$ cat config.mk
export PLATFORM = sky130hd
export DESIGN_NAME = fixed_block_free_list_pool_top
export DESIGN_NICKNAME = d
export VERILOG_FILES = /design/src/rtl/core/fblp_pkg.sv /design/src/rtl/core/fblp_ctrl.sv /design/src/rtl/core/fblp_dp.sv /design/src/rtl/core/fixed_block_free_list_pool_top.sv
export SDC_FILE = /design/constraint.sdc
export NUM_CORES = 2
export LEC_CHECK = 0
export BUFFER_PORTS_ARGS = -buffer_cell sky130_fd_sc_hd__buf_2
export CELL_PAD_IN_SITES_DETAIL_PLACEMENT = 0
export CELL_PAD_IN_SITES_GLOBAL_PLACEMENT = 1
export CORE_UTILIZATION = 60
export CTS_CLUSTER_DIAMETER = 200
export DETAILED_ROUTE_END_ITERATION = 6
export PLACE_DENSITY_LB_ADDON = 0.12
export SLEW_MARGIN = 10
export SYNTH_ARGS = -nofsm -noshare
export SYNTH_HDL_FRONTEND = slang
export SYNTH_HIERARCHICAL = 1
export SYNTH_SLANG_ARGS = --single-unit
$ cat constraint.sdc
create_clock -name aclk -period 41.2 [get_ports aclk]
set_input_delay 6.18 -clock aclk [delete_from_list [all_inputs] [get_ports aclk]]
set_output_delay 6.18 -clock aclk [all_outputs]
set_load 0.01 [all_outputs]
$ cat src/rtl/core/fblp_pkg.sv
// Shared types and constants for the fixed-block free-list pool.
// No dependencies; used by fblp_ctrl, fblp_dp and the top level.
package fblp_pkg;

    // Default pool depth (entries in the link memory)
    localparam int unsigned MAX_BLOCKS_DEF = 256;

    // Field widths fixed by the stream format
    localparam int unsigned OP_W     = 2;
    localparam int unsigned IDX_W    = 8;
    localparam int unsigned STATUS_W = 2;
    localparam int unsigned TDATA_W  = 16;

    // Configuration port
    localparam int unsigned APB_AW          = 3;
    localparam int unsigned APB_DW          = 32;
    localparam int unsigned COUNT_W         = 9;
    localparam logic [COUNT_W-1:0] BLOCK_COUNT_RST = 9'd256;
    localparam logic REG_BLOCK_COUNT = 1'b0;   // register select, paddr[2]

    typedef enum logic [OP_W-1:0] {
        OP_INIT    = 2'd0,
        OP_ALLOC   = 2'd1,
        OP_FREE    = 2'd2,
        OP_DESTROY = 2'd3
    } op_e_t;

    typedef enum logic [STATUS_W-1:0] {
        ST_OK    = 2'd0,
        ST_EMPTY = 2'd1,
        ST_PARAM = 2'd2
    } status_e_t;

    typedef enum logic [1:0] {
        S_IDLE,
        S_WALK,
        S_POP
    } state_e_t;

    // Datapath -> controller
    typedef struct packed {
        logic  out_free;    // result register empty or draining
        op_e_t opcode;      // opcode of the beat on the input
        logic  alloc_ok;    // pool valid and list not empty
        logic  free_ok;     // index below the effective count
        logic  destroy_ok;  // pool currently valid
        logic  count_zero;  // effective count is zero
        logic  walk_last;   // init walk at its final entry
    } sts_t;

    // Controller -> datapath
    typedef struct packed {
        logic      in_ready;
        logic      push;
        logic      clr_valid;
        logic      walk_start;
        logic      walk_step;
        logic      list_set;
        logic      rd_head;
        logic      pop;
        logic      out_load;
        status_e_t out_status;
    } cmd_t;

endpackage

$ cat src/rtl/core/fblp_ctrl.sv
// Sequencer for the free-list pool: decodes each beat and steps the datapath.
// Depends on fblp_pkg.
module fblp_ctrl (
    input  logic            aclk,
    input  logic            aresetn,
    input  logic            in_valid,
    input  fblp_pkg::sts_t  sts,
    output fblp_pkg::cmd_t  cmd
);

    fblp_pkg::state_e_t state_reg, state_next;
    logic fire;

    // no beat is taken while reset is held
    assign fire = in_valid && sts.out_free && aresetn;

    always_ff @(posedge aclk) begin
        if (!aresetn) begin
            state_reg <= fblp_pkg::S_IDLE;
        end else begin
            state_reg <= state_next;
        end
    end

    // Next state
    always_comb begin
        state_next = state_reg;
        unique case (state_reg)
            fblp_pkg::S_IDLE: begin
                if (fire) begin
                    if (sts.opcode == fblp_pkg::OP_INIT && !sts.count_zero) begin
                        state_next = fblp_pkg::S_WALK;
                    end else if (sts.opcode == fblp_pkg::OP_ALLOC && sts.alloc_ok) begin
                        state_next = fblp_pkg::S_POP;
                    end
                end
            end
            fblp_pkg::S_WALK: begin
                if (sts.walk_last) begin
                    state_next = fblp_pkg::S_IDLE;
                end
            end
            fblp_pkg::S_POP: begin
                state_next = fblp_pkg::S_IDLE;
            end
            default: begin
                state_next = fblp_pkg::S_IDLE;
            end
        endcase
    end

    // Outputs
    always_comb begin
        cmd = '0;
        cmd.out_status = fblp_pkg::ST_OK;
        unique case (state_reg)
            fblp_pkg::S_IDLE: begin
                cmd.in_ready = sts.out_free && aresetn;
                if (fire) begin
                    unique case (sts.opcode)
                        fblp_pkg::OP_INIT: begin
                            if (sts.count_zero) begin
                                cmd.list_set = 1'b1;
                                cmd.out_load = 1'b1;
                            end else begin
                                cmd.walk_start = 1'b1;
                            end
                        end
                        fblp_pkg::OP_ALLOC: begin
                            if (sts.alloc_ok) begin
                                cmd.rd_head = 1'b1;
                            end else begin
                                cmd.out_load   = 1'b1;
                                cmd.out_status = fblp_pkg::ST_EMPTY;
                            end
                        end
                        fblp_pkg::OP_FREE: begin
                            cmd.out_load = 1'b1;
                            if (sts.free_ok) begin
                                cmd.push = 1'b1;
                            end else begin
                                cmd.out_status = fblp_pkg::ST_PARAM;
                            end
                        end
                        fblp_pkg::OP_DESTROY: begin
                            cmd.out_load = 1'b1;
                            if (sts.destroy_ok) begin
                                cmd.clr_valid = 1'b1;
                            end else begin
                                cmd.out_status = fblp_pkg::ST_PARAM;
                            end
                        end
                        default: begin
                            cmd.out_load = 1'b0;
                        end
                    endcase
                end
            end
            fblp_pkg::S_WALK: begin
                cmd.walk_step = 1'b1;
                if (sts.walk_last) begin
                    cmd.list_set = 1'b1;
                    cmd.out_load = 1'b1;
                end
            end
            fblp_pkg::S_POP: begin
                cmd.pop      = 1'b1;
                cmd.out_load = 1'b1;
            end
            default: begin
                cmd.in_ready = 1'b0;
            end
        endcase
    end

endmodule

$ cat src/rtl/core/fblp_dp.sv
// Datapath of the free-list pool: link memory, list head, init walk counter
// and the result register. Depends on fblp_pkg; driven by fblp_ctrl.
module fblp_dp #(
    parameter int unsigned MAX_BLOCKS = fblp_pkg::MAX_BLOCKS_DEF
) (
    input  logic                             aclk,
    input  logic                             aresetn,
    input  logic [fblp_pkg::OP_W-1:0]        in_opcode,
    input  logic [fblp_pkg::IDX_W-1:0]       in_block_index,
    input  logic [fblp_pkg::COUNT_W-1:0]     block_count,
    input  fblp_pkg::cmd_t                   cmd,
    output fblp_pkg::sts_t                   sts,
    input  logic                             out_ready,
    output logic                             out_valid,
    output logic [fblp_pkg::IDX_W-1:0]       out_granted_index,
    output logic [fblp_pkg::STATUS_W-1:0]    out_status
);

    localparam int unsigned AW   = $clog2(MAX_BLOCKS);       // memory address
    localparam int unsigned LW   = $clog2(MAX_BLOCKS + 1);   // link incl. end mark
    localparam int unsigned CMPW = (LW > fblp_pkg::COUNT_W) ? LW : fblp_pkg::COUNT_W;
    localparam logic [LW-1:0]   END_MARK = LW'(MAX_BLOCKS);
    localparam logic [CMPW-1:0] MAX_CMP  = CMPW'(MAX_BLOCKS);

    logic [LW-1:0] link_mem [MAX_BLOCKS];

    logic [LW-1:0]  head_reg, head_next;
    logic           valid_reg, valid_next;
    logic [AW-1:0]  walk_reg;
    logic [LW-1:0]  rd_data_reg;
    logic           m_valid_reg;
    logic [fblp_pkg::IDX_W-1:0]    granted_reg;
    logic [fblp_pkg::STATUS_W-1:0] status_reg;

    logic [LW-1:0]  eff_count;
    logic [CMPW-1:0] count_ext;
    logic [LW-1:0]  walk_inc;
    logic           walk_last;
    logic           mem_we;
    logic [AW-1:0]  mem_waddr;
    logic [LW-1:0]  mem_wdata;

    // Effective count: block_count clamped to the pool depth
    assign count_ext = CMPW'(block_count);
    assign eff_count = (count_ext > MAX_CMP) ? END_MARK : LW'(count_ext);

    assign walk_inc  = LW'(walk_reg) + LW'(1);
    assign walk_last = (walk_inc == eff_count);

    assign sts.out_free   = !m_valid_reg || out_ready;
    assign sts.opcode     = fblp_pkg::op_e_t'(in_opcode);
    assign sts.alloc_ok   = valid_reg && (head_reg < END_MARK);
    assign sts.free_ok    = CMPW'(in_block_index) < CMPW'(eff_count);
    assign sts.destroy_ok = valid_reg;
    assign sts.count_zero = (eff_count == '0);
    assign sts.walk_last  = walk_last;

    // Single write port: init walk or push
    always_comb begin
        mem_we    = cmd.walk_step || cmd.push;
        mem_waddr = walk_reg;
        mem_wdata = walk_last ? END_MARK : walk_inc;
        if (cmd.push) begin
            mem_waddr = AW'(in_block_index);
            mem_wdata = head_reg;
        end
    end

    always_ff @(posedge aclk) begin
        if (mem_we) begin
            link_mem[mem_waddr] <= mem_wdata;
        end
        if (cmd.rd_head) begin
            rd_data_reg <= link_mem[head_reg[AW-1:0]];
        end
    end

    always_comb begin
        head_next  = head_reg;
        valid_next = valid_reg;
        if (cmd.list_set) begin
            head_next  = sts.count_zero ? END_MARK : '0;
            valid_next = 1'b1;
        end else if (cmd.push) begin
            head_next = LW'(in_block_index);
        end else if (cmd.pop) begin
            head_next = rd_data_reg;
        end
        if (cmd.clr_valid) begin
            valid_next = 1'b0;
        end
    end

    always_ff @(posedge aclk) begin
        if (!aresetn) begin
            head_reg    <= END_MARK;
            valid_reg   <= 1'b0;
            m_valid_reg <= 1'b0;
        end else begin
            head_reg  <= head_next;
            valid_reg <= valid_next;
            if (cmd.out_load) begin
                m_valid_reg <= 1'b1;
            end else if (out_ready) begin
                m_valid_reg <= 1'b0;
            end
        end
    end

    always_ff @(posedge aclk) begin
        if (cmd.walk_start) begin
            walk_reg <= '0;
        end else if (cmd.walk_step) begin
            walk_reg <= AW'(walk_inc);
        end
        if (cmd.out_load) begin
            granted_reg <= cmd.pop ? fblp_pkg::IDX_W'(head_reg) : '0;
            status_reg  <= cmd.out_status;
        end
    end

    assign out_valid         = m_valid_reg;
    assign out_granted_index = granted_reg;
    assign out_status        = status_reg;

endmodule

$ cat src/rtl/core/fixed_block_free_list_pool_top.sv
// Fixed-size block pool kept as a LIFO free list of block indices. Each
// input beat carries one operation (init, alloc, free, destroy) and yields
// exactly one result beat. Free, destroy, a failed alloc and an init with a
// zero count load the result as the beat is taken; a successful alloc
// first reads the head's link, then loads the result; init steps the walk
// state, writing one link per cycle through the single write port, and
// loads the result at its final entry. A new beat is taken whenever the
// sequencer is idle and the result register is empty or being drained.
// The link memory needs no clearing pass after reset: only init and free
// write it, and alloc reads only entries named by the head. block_count is
// written over APB at byte address 0 and is read by init and by the free
// range check. Instantiates fblp_ctrl and fblp_dp; depends on fblp_pkg.
module fixed_block_free_list_pool_top #(
    parameter int unsigned MAX_BLOCKS = fblp_pkg::MAX_BLOCKS_DEF
) (
    input  logic                          aclk,
    input  logic                          aresetn,
    // Input beats
    input  logic                          s_tvalid,
    output logic                          s_tready,
    input  logic [fblp_pkg::TDATA_W-1:0]  s_tdata,   // [1:0] opcode, [9:2] block_index
    // Result beats
    output logic                          m_tvalid,
    input  logic                          m_tready,
    output logic [fblp_pkg::TDATA_W-1:0]  m_tdata,   // [7:0] granted_index, [9:8] status
    // Configuration
    input  logic                          psel,
    input  logic                          penable,
    input  logic                          pwrite,
    input  logic [fblp_pkg::APB_AW-1:0]   paddr,
    input  logic [fblp_pkg::APB_DW-1:0]   pwdata,
    output logic [fblp_pkg::APB_DW-1:0]   prdata,
    output logic                          pready
);

    fblp_pkg::cmd_t cmd;
    fblp_pkg::sts_t sts;

    logic [fblp_pkg::COUNT_W-1:0]  block_count_reg;
    logic [fblp_pkg::IDX_W-1:0]    granted_index;
    logic [fblp_pkg::STATUS_W-1:0] status;
    logic                          cfg_wr;

    // APB: zero wait states, single register at byte 0
    assign pready = 1'b1;
    assign cfg_wr = psel && penable && pwrite && pready
                    && (paddr[2] == fblp_pkg::REG_BLOCK_COUNT);

    always_ff @(posedge aclk) begin
        if (!aresetn) begin
            block_count_reg <= fblp_pkg::BLOCK_COUNT_RST;
        end else if (cfg_wr) begin
            block_count_reg <= pwdata[fblp_pkg::COUNT_W-1:0];
        end
    end

    assign prdata = (paddr[2] == fblp_pkg::REG_BLOCK_COUNT)
                    ? fblp_pkg::APB_DW'(block_count_reg) : '0;

    fblp_ctrl u_ctrl (
        .aclk     (aclk),
        .aresetn  (aresetn),
        .in_valid (s_tvalid),
        .sts      (sts),
        .cmd      (cmd)
    );

    fblp_dp #(
        .MAX_BLOCKS (MAX_BLOCKS)
    ) u_dp (
        .aclk              (aclk),
        .aresetn           (aresetn),
        .in_opcode         (s_tdata[1:0]),
        .in_block_index    (s_tdata[9:2]),
        .block_count       (block_count_reg),
        .cmd               (cmd),
        .sts               (sts),
        .out_ready         (m_tready),
        .out_valid         (m_tvalid),
        .out_granted_index (granted_index),
        .out_status        (status)
    );

    assign s_tready = cmd.in_ready;
    assign m_tdata  = {6'b0, status, granted_index};

endmodule
# Word level (Yosys, flattened, before mapping)
# Memories as Yosys holds them, arrays and structs flattened. A register that Yosys moved wholly into a read port is not among the register bits.
# Index checks and enable logic that the tools add are counted.
dict set report op_classes {
  muxes 44
  n_addsub 1
  n_lt_le_gt_ge 3
  reduce_logical 22
  eq_ne 9
  n_bitwise 2
}
# op n
set op_table {}
lappend op_table {{9-bit two-way mux} 8}
lappend op_table {{1-bit two-way mux} 19}
lappend op_table {{2-bit two-way mux} 7}
lappend op_table {{3-bit two-way mux} 4}
lappend op_table {{8-bit by 1-bit adder with 9-bit output (second input constant)} 1}
lappend op_table {{9-bit == test} 1}
lappend op_table {{9-bit > comparator (second input constant)} 1}
lappend op_table {{1-bit logical AND} 9}
lappend op_table {{9-bit logical NOT} 1}
lappend op_table {{8-bit by 9-bit < comparator with 1-bit output} 1}
lappend op_table {{9-bit < comparator (second input constant)} 1}
lappend op_table {{8-bit two-way mux} 1}
lappend op_table {{2-bit == test (second input constant)} 3}
lappend op_table {{1-bit case mux with 3 select lines} 2}
lappend op_table {{2-bit case mux with 3 select lines} 1}
lappend op_table {{2-bit by 1-bit == test with 1-bit output (second input constant)} 2}
lappend op_table {{2-bit logical NOT} 2}
lappend op_table {{2-bit by 1-bit inequality test with 1-bit output (second input constant)} 2}
lappend op_table {{2-bit case mux with 2 select lines} 1}
lappend op_table {{2-bit OR reduction} 2}
lappend op_table {{3-bit by 1-bit inequality test with 1-bit output (second input constant)} 1}
lappend op_table {{3-bit AND reduction} 1}
lappend op_table {{3-bit nonzero test} 1}
lappend op_table {{1-bit logical NOT} 2}
lappend op_table {{5 further kinds} 7}
dict set report word_totals {
  mem_count 1
  elab_cells 90
  output_inout_bits 51
  register_bits 40
  ram_bits 2304
  in_bits 58
}
# name words word_bits rd rd_ports_with_merged_regs write_ports line_no
set memory_table {}
lappend memory_table {u_dp.link_mem 256 9 1 1 1 fblp_dp.sv:25} ;# logic [LW-1:0] link_mem [MAX_BLOCKS];

# Longest topological paths before layout
dict set report logic_depth {
  word_depth 10
  ltp_mapped 18
  ltp_nobuf 14
}

# Cells and area by module
# Netlist, hierarchy kept.
# module area_per_inst_um2 cells_each n_inst seq_area_each_um2
set modules_own_cells {}
lappend modules_own_cells {fblp_dp 90317.9 4248 1 70137.3}
lappend modules_own_cells {fixed_block_free_list_pool_top 684.4 81 1 180.2}
lappend modules_own_cells {fblp_ctrl 206.4 28 1 40.0}

# Worst setup path after synthesis
# Ideal clock, no wire load.
dict set report synth_path {
  kind {input -> register}
  from {input port s_tdata[3] (netlist bit)}
  to {memory u_dp/link_mem[0][3] (netlist bit) (data pin)}
  slack_ps 20752
  path_buffers 3
  setup_ps 2242
  arrival_time_ps 18207
  required_time_ps 38958
  cell_stages 13
  cell_sequence {ha_1 -> a21o_1 -> a21oi_1 -> nor2b_1 -> o21ai_0 -> a21oi_1 -> o31ai_1 -> nor2b_1 -> nor2b_1 -> clkbuf_1 -> clkbuf_1 -> clkbuf_1 -> o31ai_1}
}
# item line_no
set synth_lines {}
lappend synth_lines {{start: declaration} fixed_block_free_list_pool_top.sv:21} ;# input logic [fblp_pkg::TDATA_W-1:0] s_tdata,
lappend synth_lines {{end: declaration} fblp_dp.sv:25}

# Final worst setup path
dict set report layout_path {
  from {input port aresetn}
  to {output port s_tready}
}
dict set report layout_via {
  elab_chain_len 2
}
# item line_no
set layout_lines {}
lappend layout_lines {{start: declaration} fixed_block_free_list_pool_top.sv:17} ;# input logic aresetn,
lappend layout_lines {{1-bit logical AND} fblp_ctrl.sv:58} ;# cmd.in_ready = sts.out_free && aresetn;
lappend layout_lines {{1-bit two-way mux} fblp_ctrl.sv:56} ;# unique case (state_reg)
lappend layout_lines {{end: declaration} fixed_block_free_list_pool_top.sv:20} ;# output logic s_tready,
# Every way passes these cells.

==> metrics <==
status completed; ys async rst share 0%; antenna viol nets, final 0; post-placement cell area 93500 µm²; largest buffer count on any clock path 3; combinational group share of total power 6.9%; data required time at the worst endpoint 35020 ps; min-delay worst type flop to flop; total vias in the final route ~44000; Yosys Warn Count 6; Layout Area Growth over Synthesis 10.2%; pin count of the biggest net entering global routing about 200; post-layout worst setup margin 28010 ps; antenna violations before repair 5; area of the mapped netlist 91200 µm²; Residual DRC 0; HPWL Detailed between 100000 and 150000 µm; Die Span X 392 µm; net switching fraction of the power a little under a quarter; row count ~140; area of the die 154000 µm²; number of different library cells in the post-synthesis netlist 65; source-to-sink clock delay at the later pin of the worst-skew pair 840 ps; clock tree skew after final layout ~28 ps; Finished Layout Cells 6657; Max Slew Vio Count 0; Critical Path End Type output pin; DR vias/cell 6.58; worst slew pin tran 1310 ps; delay of the slowest cell on the worst path 340 ps; clock buffer count from CTS 223; unrepaired setup endpoints after global routing false; GRT Overall Usage 27.5%; met3 GRT Util 5.28%; most frequent cell on the critical path buf_2; Largest register FFs 2304; total overflow reported by the global router 0; Initial Util 60.7%; number of storage elements in the synthesis netlist 2353; largest register by flop count u_dp/link_mem; Final TNS setup 0 ps; CP delay by family, top buffers and inverters; Total Routed Length 207000 µm; endpoints failing hold 0; drt wl/cell 31.1 µm; series of cell instances along the critical path buf_2 -> and4bb_4 -> buf_2; cell leakage power 0.0303 µW; Worst R2R Start u_dp/head_reg[1]$_SDFFE_PN0P_; sequential share of power 55.1%; layer carrying the most global-route usage met2; PortBufs 47; Synth Instances 4357; met2 routing resource usage after global routing 41.5%; design internal power roughly 4000 µW; top post-synthesis cells by count edfxtp_1 (2323), mux4_2 (540), nor2_1 (321); synth top area cells edfxtp_1 (76%), mux4_2 (13%), nor2_1 (1.3%); TritonCTS clock tree built; share of layout cells above drive strength 1 22.2%; Pre-antenna DRT Iters 6; post-placement worst setup slack 28000 ps; Worst setup startpoint aresetn; total power density per cell area 51.1 nW/µm²; WP data arrival 7010 ps; sequential fraction of the synthesis area 77.1%; number of cell instances on the worst register-to-register path 10; cell total after placement between 6000 and 7000; global-route wire length before repair 299000 µm; highest clock rate 0.0758 GHz; final worst-path cycle share 32.0%; root buffer cell clkbuf_16; CP Max Fanout 24; CP Launch Type primary input; number of synthesized flops with an enable pin around 2300; total setup buffers inserted after CTS 0; Clk pin slew, worst setup/hold paths 60 ps; biggest area consumer among synthesized cells edfxtp_1; category of the critical setup timing path primary input to output pin; iteration-0 DRC count of the detailed router 4816; Core Box Area 150000 µm²; power share of the clock group 38.0%; TritonCTS sink count 2353; most common cell in the synthesized netlist edfxtp_1; slack of the worst reg-to-reg path 34770 ps; syn_area_per_cell 20.9 µm²; post-route cell area 101000 µm²; count of final setup violators 0; share of the synthesized area in the top cell type 76.5%; launch point of the worst hold path block_count_reg[3]$_SDFFE_PN0P_; Slowest cell on crit path buf_2; Final Critical Period between 10000 and 15000 ps; worst-case hold slack 499 ps; die extent in y 392 µm; depth of the worst hold-timing path 2; Top Ports 109; maximum resistive drop on vdd 0.0445 mV; Max-Slew Margin vs Limit 12.1%; power dissipated by switching net loads between 1000 and 1500 µW; count of cells resized by post-cts repair 0; H-Tree Level Count 4; count of hold buffers inserted by post-cts repair 0; CP Buf/Inv Count 2; number of gates on the worst path with buffers counted 3; net count reported at finish 4517; number of global-route vias before repair 43100; Post-synth top flop edfxtp_1; routability congestion estimate from global placement slightly above 1; global-route met1 utilization 41.4%; Maximum Capacitance Violations 0
power groups by stage:
stage	Combinational, µW	Sequential, µW	Clock, µW
after floorplan	179	3000	0
after global placement	334	2880	0
after detailed placement	351	2880	0
after CTS	351	2830	1980
after global routing	377	2830	2070
final	354	2830	1950
kinds of logic after synthesis:
| logic type | share of synthesized area (%) |
|---|---|
| AO/OA/AOI/OAI | 3.47 |
| XOR/XNOR | 0.163 |
| adder cells (fa/ha/maj) | 0.110 |
| buffers and inverters | 1.64 |
| flip-flops | 77.1 |
| multiplexers | 14.6 |
| other | 0.00823 |
| AND/OR/NAND/NOR | 2.90 |
final timing paths:
kind | to
min | block_count_reg[3]$_SDFFE_PN0P_
min reg2reg | block_count_reg[3]$_SDFFE_PN0P_
max reg2reg | u_dp/rd_data_reg[2]$_DFFE_PP_
max | s_tready
final cells by class:
class / count / area (µm²)
well taps: 2016 / 2520
inverters: 14 / 52.6
multi-input cells: 1730 / 19700
repair buffers: 129 / 951
clock inverters: 140 / 1150
flip-flops and latches: 2353 / 70400
clock buffers: 274 / 5790
fillers: 9679 / 49800
diodes: 1 / 2.50
metal layers:
metal	routed length, µm	up-vias
li1	-	18300
met1	84800	23100
met2	97600	2080
met3	19200	287
met4	5410	0
met5	0	-
cell usage in the layout, fill, tap and decap left out, drive strengths merged, types with 4 or more instances in the layout:
cell	instances
nor2b	51
nor2	321
bufinv	16
a31oi	20
o221ai	19
nand2	95
a21oi	41
buf	129
o32ai	11
o21ai	13
clkbuf	274
ha	8
mux4	540
nand3b	4
clkinvlp	7
a22oi	47
o22ai	119
a221oi	20
nand3	20
and2b	9
nor4	24
o211ai	13
xnor2	16
o31ai	9
and2	11
dfxtp	30
a22o	38
mux2i	110
clkinv	107
conb	30
edfxtp	2323
inv	24
a211oi	83
nand2b	20
tightest hold or removal path: stages, from the launching register on:
cell and delay, ps:
dfxtp_1 340, nand2_1 60, mux2i_1 50
through the flow:
step	total power (µW)	util [%]
finish	5140	66.9
floorplan	3180	-
CTS	5160	66.9
global route	5280	66.9
detailed placement	3230	62.2
global placement	3210	62.2
(Power assumes the default switching activity.)
